## src/ips_pkg.sv

```systemverilog
// Shared types and constants for the incremental PID step unit.
// No dependencies; every other file imports this package.
package ips_pkg;

  localparam int CFG_W              = 16;
  localparam int ERR_STATE_W        = 18;
  localparam int ERR_OUT_W          = 17;
  localparam int INC_W              = 32;
  localparam int APB_DATA_W         = 32;
  localparam int CFG_ADDR_W         = 4;
  localparam int DEF_GAIN_FRAC_BITS = 8;
  localparam int DEF_DATA_WIDTH     = 16;

  localparam logic [CFG_W-1:0] TS_RESET = CFG_W'(1);

  localparam logic signed [INC_W-1:0] INC_MAX = {1'b0, {(INC_W-1){1'b1}}};
  localparam logic signed [INC_W-1:0] INC_MIN = {1'b1, {(INC_W-1){1'b0}}};

  typedef enum logic [1:0] {
    REG_KP = 2'd0,
    REG_TI = 2'd1,
    REG_TD = 2'd2,
    REG_TS = 2'd3
  } ips_reg_t;

  typedef struct packed {
    logic [CFG_W-1:0] kp;
    logic [CFG_W-1:0] ti;
    logic [CFG_W-1:0] td;
    logic [CFG_W-1:0] ts;
  } ips_cfg_t;

  typedef enum logic [3:0] {
    ST_IDLE,
    ST_DIFF,
    ST_MUL,
    ST_DIV_I,
    ST_WAIT_I,
    ST_DIV_D,
    ST_WAIT_D,
    ST_SUM,
    ST_FIN
  } ips_state_t;

  typedef struct packed {
    logic load;
    logic diff;
    logic mul;
    logic div_i_start;
    logic div_d_start;
    logic i_take;
    logic i_clear;
    logic d_take;
    logic d_clear;
    logic sum;
    logic fin;
  } ips_cmd_t;

  typedef struct packed {
    logic i_off;
    logic d_off;
    logic div_done;
    logic out_busy;
  } ips_sts_t;

endpackage

```

## src/ips_ctrl.sv

```systemverilog
// Sequencer: steps one word through difference, products, up to two divides, sum, output.
// Depends on ips_pkg; drives ips_dp through the command struct.
module ips_ctrl (
  input  logic               clk,
  input  logic               rst_n,
  input  logic               in_valid,
  output logic               in_ready,
  input  ips_pkg::ips_sts_t  sts,
  output ips_pkg::ips_cmd_t  cmd
);
  import ips_pkg::*;

  ips_state_t state_r;
  ips_state_t state_nxt;

  always_ff @(posedge clk) begin
    if (!rst_n) begin
      state_r <= ST_IDLE;
    end else begin
      state_r <= state_nxt;
    end
  end

  always_comb begin
    state_nxt = state_r;
    cmd       = '0;
    in_ready  = 1'b0;
    case (state_r)
      ST_IDLE: begin
        in_ready = 1'b1;
        if (in_valid) begin
          cmd.load  = 1'b1;
          state_nxt = ST_DIFF;
        end
      end
      ST_DIFF: begin
        cmd.diff  = 1'b1;
        state_nxt = ST_MUL;
      end
      ST_MUL: begin
        cmd.mul   = 1'b1;
        state_nxt = ST_DIV_I;
      end
      ST_DIV_I: begin
        if (sts.i_off) begin
          cmd.i_clear = 1'b1;
          state_nxt   = ST_DIV_D;
        end else begin
          cmd.div_i_start = 1'b1;
          state_nxt       = ST_WAIT_I;
        end
      end
      ST_WAIT_I: begin
        if (sts.div_done) begin
          cmd.i_take = 1'b1;
          state_nxt  = ST_DIV_D;
        end
      end
      ST_DIV_D: begin
        if (sts.d_off) begin
          cmd.d_clear = 1'b1;
          state_nxt   = ST_SUM;
        end else begin
          cmd.div_d_start = 1'b1;
          state_nxt       = ST_WAIT_D;
        end
      end
      ST_WAIT_D: begin
        if (sts.div_done) begin
          cmd.d_take = 1'b1;
          state_nxt  = ST_SUM;
        end
      end
      ST_SUM: begin
        cmd.sum   = 1'b1;
        state_nxt = ST_FIN;
      end
      ST_FIN: begin
        if (!sts.out_busy) begin
          cmd.fin   = 1'b1;
          state_nxt = ST_IDLE;
        end
      end
      default: begin
        state_nxt = ST_IDLE;
      end
    endcase
  end

endmodule

```

## config.mk

```make
export PLATFORM = sky130hd
export DESIGN_NAME = ips_ctrl
export DESIGN_NICKNAME = d
export VERILOG_FILES = /design/src/ips_pkg.sv /design/src/ips_ctrl.sv
export SDC_FILE = /design/constraint.sdc
export NUM_CORES = 1
export LEC_CHECK = 0
export BUFFER_PORTS_ARGS = -buffer_cell sky130_fd_sc_hd__buf_2
export CAP_MARGIN = 20
export CORE_AREA = 2 2 39 41
export CTS_CLUSTER_DIAMETER = 50
export DETAILED_ROUTE_END_ITERATION = 8
export DIE_AREA = 0 0 41 43
export GPL_ROUTABILITY_DRIVEN = 1
export PLACE_DENSITY = 0.6
export RECOVER_POWER = 25
export SLEW_MARGIN = 25
export SYNTH_ARGS = -nofsm -noshare
export SYNTH_HDL_FRONTEND = slang
export SYNTH_SLANG_ARGS = --single-unit
```

## constraint.sdc

```tcl
create_clock -name clk -period 2.45 [get_ports clk]
set_input_delay 0.49 -clock clk [delete_from_list [all_inputs] [get_ports clk]]
set_output_delay 0.49 -clock clk [all_outputs]
set_load 0.005 [all_outputs]
```

==> metrics <==
H-Tree Level Count 1; Final ANT Viol Nets 0; grt total ovfl 0; R2R Path End state_r[3]; Clock Sinks 4; Req. time, crit path 1.96 ns; Antenna Diode Count 0; Vias/cell 4.47; period utilization 0.768; DR DRC count 0; Largest regs state_r x4; Seq cells post-synth 4; Netlist cell types 22; TritonRoute pass-1 iters 3; share of cells above drive strength 1 0.414; I/O Buffers 18; Reg2Reg Setup Slack 1.23 ns; cts hold-fix bufs 0; Synth top area share 0.246; chip width 41 um; Fillers 162; RSZ-0062 raised after global routing false; worst path arrival time 1.39 ns; Max-cap violations 0; post-cts gate resize count 0; Post-Syn Nets 47; Synth area leader dfxtp_1; total die area 0.00176 sq mm; P per Cell Area 628 mW/mm^2; number of top-level pins 19; hold path depth 2; Mean Syn Cell Area 8.13 sq um; GP Congestion 0.745; setup TNS 0 ns; WS Path Type reg2out; leakage 0.226 nW; DR iter-0 viols 4; Starting Density 0.235; hold endpoint state_r[3]; drt wl/cell 9.76 um; Final Core Density 0.309; measured slew at the worst slew-check pin 0.396 ns; Slew Viols, Final 0; Max clock buf depth 2; critical path launch point type flop; worst hold start rst_n; Mapped Cells 40; final wirelength 722 um; status finished clean; ranking of synthesized cells by area dfxtp_1 25%, and3_1 7.7%, buf_6 6.9%, nor2_1 6.9%, nand2b_1 5.8%; via count 331; antenna violations before repair 0; worst hold path type in2reg; R2R depth 3; Final setup viols 0; clock skew 0.00287 ns; crit-path max FO 12; # rows 14; Worst-path clk slew 0.03 ns; GRT Util Overall 0.104; final-report hold violation count 0; Synth Flop Type dfxtp_1; sequential element share of the synthesized area 0.246; max_slew headroom 0.736; via count of the first global-routing pass 308; first-pass GRT wire length 1240 um; Post-synth ARST share 0; Worst-Skew Late Latency 0.23 ns; Post-synth top cells 6 x nor2_1, 4 x and3_1, 4 x dfxtp_1, 3 x nand2b_1, 3 x nor3_1; EDFF count, synth 0; Netlist Area Pre-Place 325 sq um; CP Capture Type output pin; upper clock frequency limit 0.531 GHz; RR Startpoint state_r[0]; Nets 67; minimum clock period 1.88 ns; Layout Area Growth over Synthesis 31.5%; Core Footprint 0.00138 sq mm; cell chosen for the clock root clkbuf_4; largest net degree at the start of global routing 13; top-count cell post-synth nor2_1; Final HPWL DP 568 um; CTS buffer count 3; CTS tree done; post-CTS setup repair buffer count 0; Largest register FFs 4; DIE HEIGHT 43 um; warning count from the yosys run 0; largest register by flop count state_r; maximum vdd drop 274 uV
## per-layer routing
layer,vias up,track usage,share of wire
li1,179,-,-
met1,140,0.128,0.46
met2,12,0.144,0.47
met3,0,0.0628,0.069
met4,0,0.0400,0
met5,-,0,0
## critical path: stages, from the launching register on
cell and delay (ns):
dfxtp_1 0.55, nor2b_1 0.28, and3_1 0.21, buf_2 0.12
## layout make-up
type / count / area [sq um] / share of cell area
Clock buffer: 3 / 22.5 / 0.0526
Tap cell: 16 / 20.0 / 0.0468
Multi-Input combinational cell: 33 / 215 / 0.503
Sequential cell: 4 / 80.1 / 0.187
Timing Repair Buffer: 18 / 90.1 / 0.211
## where the power goes
group	switching [mW]	internal [mW]	total, mW
combinational	0.0399	0.0492	0.0891
clock	0.0245	0.0546	0.0791
sequential	0.0256	0.0748	0.100
total	0.0900	0.179	0.269
## cell families (layout without fill, tap and decap cells)
| kind of cell | Yosys count | count (layout) | synth area share |
|---|---|---|---|
| buffers and inverters | 3 | 21 | 0.0846 |
| flip-flops | 4 | 4 | 0.246 |
| XOR/XNOR | 2 | 2 | 0.0539 |
| AND/OR/NAND/NOR | 27 | 27 | 0.515 |
| AO/OA/AOI/OAI | 4 | 4 | 0.100 |
## cell usage in the layout (no fill, tap or decap)
cell type / count
a21oi_2: 1
and4b_1: 1
and2_1: 1
a211o_1: 1
nand2_1: 2
o21a_1: 1
dfxtp_1: 4
clkbuf_4: 3
xor2_1: 1
nor2b_1: 3
a22oi_1: 1
xnor2_1: 1
nor2_1: 6
and4_1: 1
nor3b_1: 1
nand2b_1: 3
buf_2: 18
nor4_2: 1
nor3_1: 3
and3_1: 4
and4bb_2: 1
## worst max-delay path by stage
| stage | start | endpoint | slack [ns] |
|---|---|---|---|
| floorplan | state_r[0] | cmd[10] | 1.04 |
| finish | state_r[0] | cmd[1] | 0.57 |
| detailed placement | state_r[0] | cmd[1] | 0.84 |
| global placement | state_r[0] | cmd[1] | 0.88 |
| CTS | state_r[0] | cmd[1] | 0.60 |
| global route | state_r[0] | cmd[6] | 0.41 |
## metrics by stage
stage | setup slack [ns] | area, sq um | total power, mW | cells | hold slack (ns)
after CTS | 0.597 | 430 | 0.274 | 74 | 0.481
after floorplan | 1.04 | 325 | 0.169 | 40 | 0.559
after global routing | 0.408 | 428 | 0.296 | 74 | 0.481
after detailed placement | 0.843 | 408 | 0.192 | 71 | 0.610
after global placement | 0.875 | 408 | 0.190 | 71 | 0.586
final | 0.568 | 428 | 0.269 | 74 | 0.484
Note: power is estimated with default switching activity, not from simulation.
