**config.mk**
```make
export PLATFORM = sky130hd
export DESIGN_NAME = ips_regs
export DESIGN_NICKNAME = d
export VERILOG_FILES = /design/src/ips_pkg.sv /design/src/ips_regs.sv
export SDC_FILE = /design/constraint.sdc
export NUM_CORES = 1
export LEC_CHECK = 0
export ABC_AREA = 0
export BUFFER_PORTS_ARGS = -buffer_cell sky130_fd_sc_hd__buf_4
export CAP_MARGIN = 0
export CORE_MARGIN = 2
export CORE_UTILIZATION = 40
export DETAILED_ROUTE_END_ITERATION = 10
export GPL_ROUTABILITY_DRIVEN = 0
export PLACE_DENSITY_LB_ADDON = 0.25
export SETUP_SLACK_MARGIN = 0.2
export SKIP_LAST_GASP = 1
export SLEW_MARGIN = 20
export SYNTH_ARGS = -nofsm -noshare
export SYNTH_HDL_FRONTEND = slang
export SYNTH_SLANG_ARGS = --single-unit
```
**constraint.sdc**
```tcl
create_clock -name clk -period 3.3 [get_ports clk]
set_input_delay 0.495 -clock clk [delete_from_list [all_inputs] [get_ports clk]]
set_output_delay 0.495 -clock clk [all_outputs]
set_load 0.05 [all_outputs]
```
**src/ips_pkg.sv**
```systemverilog
// Shared types and constants for the incremental PID step unit.
// No dependencies; every other file imports this package.
package ips_pkg;

  localparam int CFG_W              = 16;
  localparam int ERR_STATE_W        = 18;
  localparam int ERR_OUT_W          = 17;
  localparam int INC_W              = 32;
  localparam int APB_DATA_W         = 32;
  localparam int CFG_ADDR_W         = 4;
  localparam int DEF_GAIN_FRAC_BITS = 8;
  localparam int DEF_DATA_WIDTH     = 16;

  localparam logic [CFG_W-1:0] TS_RESET = CFG_W'(1);

  localparam logic signed [INC_W-1:0] INC_MAX = {1'b0, {(INC_W-1){1'b1}}};
  localparam logic signed [INC_W-1:0] INC_MIN = {1'b1, {(INC_W-1){1'b0}}};

  typedef enum logic [1:0] {
    REG_KP = 2'd0,
    REG_TI = 2'd1,
    REG_TD = 2'd2,
    REG_TS = 2'd3
  } ips_reg_t;

  typedef struct packed {
    logic [CFG_W-1:0] kp;
    logic [CFG_W-1:0] ti;
    logic [CFG_W-1:0] td;
    logic [CFG_W-1:0] ts;
  } ips_cfg_t;

  typedef enum logic [3:0] {
    ST_IDLE,
    ST_DIFF,
    ST_MUL,
    ST_DIV_I,
    ST_WAIT_I,
    ST_DIV_D,
    ST_WAIT_D,
    ST_SUM,
    ST_FIN
  } ips_state_t;

  typedef struct packed {
    logic load;
    logic diff;
    logic mul;
    logic div_i_start;
    logic div_d_start;
    logic i_take;
    logic i_clear;
    logic d_take;
    logic d_clear;
    logic sum;
    logic fin;
  } ips_cmd_t;

  typedef struct packed {
    logic i_off;
    logic d_off;
    logic div_done;
    logic out_busy;
  } ips_sts_t;

endpackage

```
**src/ips_regs.sv**
```systemverilog
// APB-style configuration registers: gain, integral, derivative, sample period.
// Depends on ips_pkg.
module ips_regs (
  input  logic                              clk,
  input  logic                              rst_n,
  input  logic                              psel,
  input  logic                              penable,
  input  logic                              pwrite,
  input  logic [ips_pkg::CFG_ADDR_W-1:0]    paddr,
  input  logic [ips_pkg::APB_DATA_W-1:0]    pwdata,
  output logic [ips_pkg::APB_DATA_W-1:0]    prdata,
  output logic                              pready,
  output ips_pkg::ips_cfg_t                 cfg
);
  import ips_pkg::*;

  ips_cfg_t         cfg_r;
  ips_cfg_t         cfg_nxt;
  ips_reg_t         sel;
  logic             wr_en;
  logic [CFG_W-1:0] rd_val;

  assign sel    = ips_reg_t'(paddr[CFG_ADDR_W-1:2]);
  assign wr_en  = psel && penable && pwrite;
  assign pready = 1'b1;
  assign cfg    = cfg_r;

  always_comb begin
    cfg_nxt = cfg_r;
    if (wr_en) begin
      case (sel)
        REG_KP:  cfg_nxt.kp = pwdata[CFG_W-1:0];
        REG_TI:  cfg_nxt.ti = pwdata[CFG_W-1:0];
        REG_TD:  cfg_nxt.td = pwdata[CFG_W-1:0];
        REG_TS:  cfg_nxt.ts = pwdata[CFG_W-1:0];
        default: cfg_nxt = cfg_r;
      endcase
    end
  end

  always_comb begin
    case (sel)
      REG_KP:  rd_val = cfg_r.kp;
      REG_TI:  rd_val = cfg_r.ti;
      REG_TD:  rd_val = cfg_r.td;
      REG_TS:  rd_val = cfg_r.ts;
      default: rd_val = '0;
    endcase
  end

  assign prdata = APB_DATA_W'(rd_val);

  always_ff @(posedge clk) begin
    if (!rst_n) begin
      cfg_r.kp <= '0;
      cfg_r.ti <= '0;
      cfg_r.td <= '0;
      cfg_r.ts <= TS_RESET;
    end else begin
      cfg_r <= cfg_nxt;
    end
  end

endmodule

```
==> run_summary.xml <==
<?xml version="1.0" encoding="UTF-8"?>
<metrics>
  <group name="outcome">
    <metric name="outcome" unit="">finished clean</metric>
  </group>
  <group name="logic_synthesis">
    <metric name="synthesis.area" unit="um^2">2960</metric>
    <metric name="number_of_warnings_issued_by_yosys" unit="">0</metric>
    <metric name="syn_avg_cell_area" unit="um^2">10.9</metric>
    <metric name="number_of_distinct_library_cell_variants_in_the_gate_level_netlist_after_synthesis" unit="">20</metric>
    <metric name="synth_edf_count" unit="">0</metric>
    <metric name="dominantRegCellSynth" unit="">sky130_fd_sc_hd__dfxtp_1</metric>
    <metric name="synth.yosys.seq_area_share" unit="%">43.4</metric>
    <metric name="yosys_register_bits" unit="">64</metric>
    <metric name="instance_count_of_the_mapped_netlist" unit="">270</metric>
    <metric name="async_reset_ff_share" unit="%">0</metric>
  </group>
  <group name="timing">
    <metric name="maxSlewViolCount" unit="">0</metric>
    <metric name="max_slew.worst_pin.slew" unit="ns">0.775</metric>
    <metric name="max-slew-margin-rel" unit="%">48.3</metric>
    <metric name="number_of_endpoints_with_negative_hold_slack_in_the_final_report" unit="">0</metric>
    <metric name="setup_repair_after_global_routing_missed_its_margin" unit="">false</metric>
    <metric name="fin_skew" unit="ns">0</metric>
    <metric name="timing.hold.ws" unit="ns">0.472</metric>
    <metric name="max_freq" unit="MHz">460</metric>
    <metric name="setup-tns-final" unit="ns">0</metric>
    <metric name="finalCritPeriodShare" unit="%">65.9</metric>
    <metric name="setup_viol" unit="">0</metric>
    <metric name="finalWorstPathRequiredPeriod" unit="ns">2.17</metric>
  </group>
  <group name="hold_path">
    <metric name="timing.hold.worst.class" unit="">input port to flip-flop</metric>
    <metric name="worstHoldStart" unit="">pwdata[0]</metric>
  </group>
  <group name="die">
    <metric name="die_x" unit="um">90.0</metric>
    <metric name="row_count" unit="">31</metric>
    <metric name="initial_util" unit="%">41.0</metric>
    <metric name="floorplan.die_area" unit="um^2">8090</metric>
    <metric name="dieHeight" unit="um">90.0</metric>
    <metric name="placeableCoreArea" unit="um^2">7210</metric>
    <metric name="ioPinCount" unit="">138</metric>
  </group>
  <group name="power">
    <metric name="worst_case_vdd_ir_drop" unit="uV">214</metric>
    <metric name="power_density" unit="nW/um^2">435</metric>
    <metric name="static_leakage" unit="nW">1.84</metric>
  </group>
  <group name="global_route">
    <metric name="grt_remaining_overflow" unit="">0</metric>
    <metric name="grt_pass1_wl" unit="um">11100</metric>
    <metric name="antenna_found_initial" unit="">0</metric>
    <metric name="grtUsageTotal" unit="%">17.2</metric>
    <metric name="grt_pass1_vias" unit="">2183</metric>
    <metric name="grt_max_degree" unit="">81</metric>
  </group>
  <group name="final_layout">
    <metric name="largest_register_ffs" unit="">64</metric>
    <metric name="drive_gt1_share" unit="%">36.0</metric>
    <metric name="layout_common_cells" unit="">sky130_fd_sc_hd__buf_4, sky130_fd_sc_hd__nand2_1, sky130_fd_sc_hd__dfxtp_1</metric>
    <metric name="multi_input_comb_area" unit="um^2">1460</metric>
    <metric name="n_antenna_cell" unit="">0</metric>
    <metric name="area_used_by_sequential_logic_in_the_layout" unit="um^2">1280</metric>
    <metric name="final_cell_area" unit="um^2">3850</metric>
    <metric name="area_growth" unit="%">30.2</metric>
    <metric name="nets" unit="">405</metric>
    <metric name="mostFrequentLayoutCell" unit="">sky130_fd_sc_hd__buf_4</metric>
    <metric name="final.fill_count" unit="">671</metric>
  </group>
  <group name="placed_design">
    <metric name="postPlaceCellArea" unit="um^2">3650</metric>
    <metric name="numPortBuffers" unit="">102</metric>
    <metric name="dp.final_hpwl" unit="um">4680</metric>
  </group>
  <group name="clocking">
    <metric name="postCtsResizedCells" unit="">0</metric>
    <metric name="post-cts-setup-buffers" unit="">0</metric>
    <metric name="cts.root.buffer_cell" unit="">sky130_fd_sc_hd__clkbuf_8</metric>
    <metric name="clock_sink_count" unit="">64</metric>
    <metric name="cts_tree" unit="">done</metric>
    <metric name="cts_hold_buf" unit="">0</metric>
    <metric name="htree_num_levels" unit="">3</metric>
    <metric name="clockBufferDepth" unit="">2</metric>
    <metric name="clock_latency_of_the_later_clocked_register_in_the_worst_skew_pair" unit="ns">0.32</metric>
    <metric name="worst_setup_hold_path_clk_slew" unit="ns">0.06</metric>
    <metric name="number_of_cts_inserted_buffers" unit="">9</metric>
  </group>
  <group name="critical_path">
    <metric name="crit_type" unit="">input port to output port</metric>
    <metric name="worst-endpoint-required" unit="ns">2.80</metric>
    <metric name="timing.critical_path.cells" unit="">buf_4 -&gt; mux4_1 -&gt; buf_4</metric>
    <metric name="crit_top_cell" unit="">sky130_fd_sc_hd__buf_4</metric>
    <metric name="type_of_origin_of_the_critical_path" unit="">input port</metric>
    <metric name="r2r-start" unit="">cfg[37]$_SDFFE_PN0P_</metric>
    <metric name="worstPathMaxFanout" unit="">21</metric>
    <metric name="worst-r2r-setup-slack" unit="ns">2.62</metric>
    <metric name="cell_type_of_the_slowest_stage_on_the_worst_timing_path" unit="">sky130_fd_sc_hd__mux4_1</metric>
    <metric name="worstSetupStartpoint" unit="">paddr[3]</metric>
    <metric name="cp-end-kind" unit="">output port</metric>
    <metric name="worstPathArrival" unit="ns">1.68</metric>
    <metric name="cpPeakStageDelay" unit="ns">0.63</metric>
  </group>
  <group name="route">
    <metric name="drtPass1Iterations" unit="">4</metric>
    <metric name="first_iter_violations" unit="">49</metric>
    <metric name="finalWirelength" unit="um">6980</metric>
    <metric name="drt-vias-per-instance" unit="">4.80</metric>
    <metric name="ant_nets" unit="">0</metric>
    <metric name="detail_route.wl_per_cell" unit="um">14.9</metric>
    <metric name="route.detailed.drc" unit="">0</metric>
    <metric name="dr_total_vias" unit="">2247</metric>
  </group>
  <group name="job">
    <metric name="timing.max_cap.violations" unit="">0</metric>
  </group>
</metrics>
[cells by family after synthesis]
| group | share of synthesized area (%) |
|---|---|
| AO/OA/AOI/OAI | 0.169 |
| flip-flops | 43.4 |
| other | 0.254 |
| AND/OR/NAND/NOR | 12.7 |
| multiplexers | 34.2 |
| buffers and inverters | 9.40 |
[layer usage]
layer,GRT usage (%),up-vias,routed length [um]
li1,-,1088,-
met1,21.7,1089,3080
met2,28.5,62,3470
met3,4.19,8,349
met4,6.92,0,89
met5,0,-,0
[Yosys cell counts, drive strengths merged (2+ instances only)]
master | n | share of area, %
dfxtp | 64 | 43
nand4 | 2 | 0.42
nand3 | 2 | 0.76
mux4 | 16 | 13
mux2i | 63 | 21
clkbuf | 8 | 1.0
buf | 28 | 8.3
conb | 2 | 0.25
nand2 | 79 | 10
[layout make-up]
cell class	instances	area share (%)
Clock buffer	13	4.13
Sequential cell	64	33.3
Multi-Input combinational cell	184	37.9
Timing Repair Buffer	104	20.3
Inverter	1	0.0976
Clock inverter	3	1.04
Tap cell	99	3.22
[path summary, 6_finish.rpt]
check	endpoint	cells after the start
min	cfg[0]$_SDFFE_PN1P_	3
max	prdata[12]	3
max reg2reg	cfg[37]$_SDFFE_PN0P_	2
min reg2reg	cfg[52]$_SDFFE_PN0P_	2
[worst max-delay path, delay by kind of cell]
kind / cells / cell delay [ns]
buffers and inverters: 2 / 0.54
multiplexers: 1 / 0.63
[power breakdown]
group / internal [mW] / switching (mW) / total, mW
sequential: 0.783 / 0.00783 / 0.790
clock: 0.388 / 0.283 / 0.671
combinational: 0.0597 / 0.151 / 0.211
[through the flow]
step / std cells / setup slack, ns / util (%) / power (mW)
floorplan: 285 / 1.36 / - / 0.982
global placement: 452 / 1.12 / 50.6 / 1.02
detailed placement: 452 / 1.10 / 50.6 / 1.02
CTS: 468 / 1.11 / 53.3 / 1.69
global route: 468 / 1.08 / 53.3 / 1.75
finish: 468 / 1.13 / 53.3 / 1.67
No activity file was read; power rests on OpenSTA's default activity.
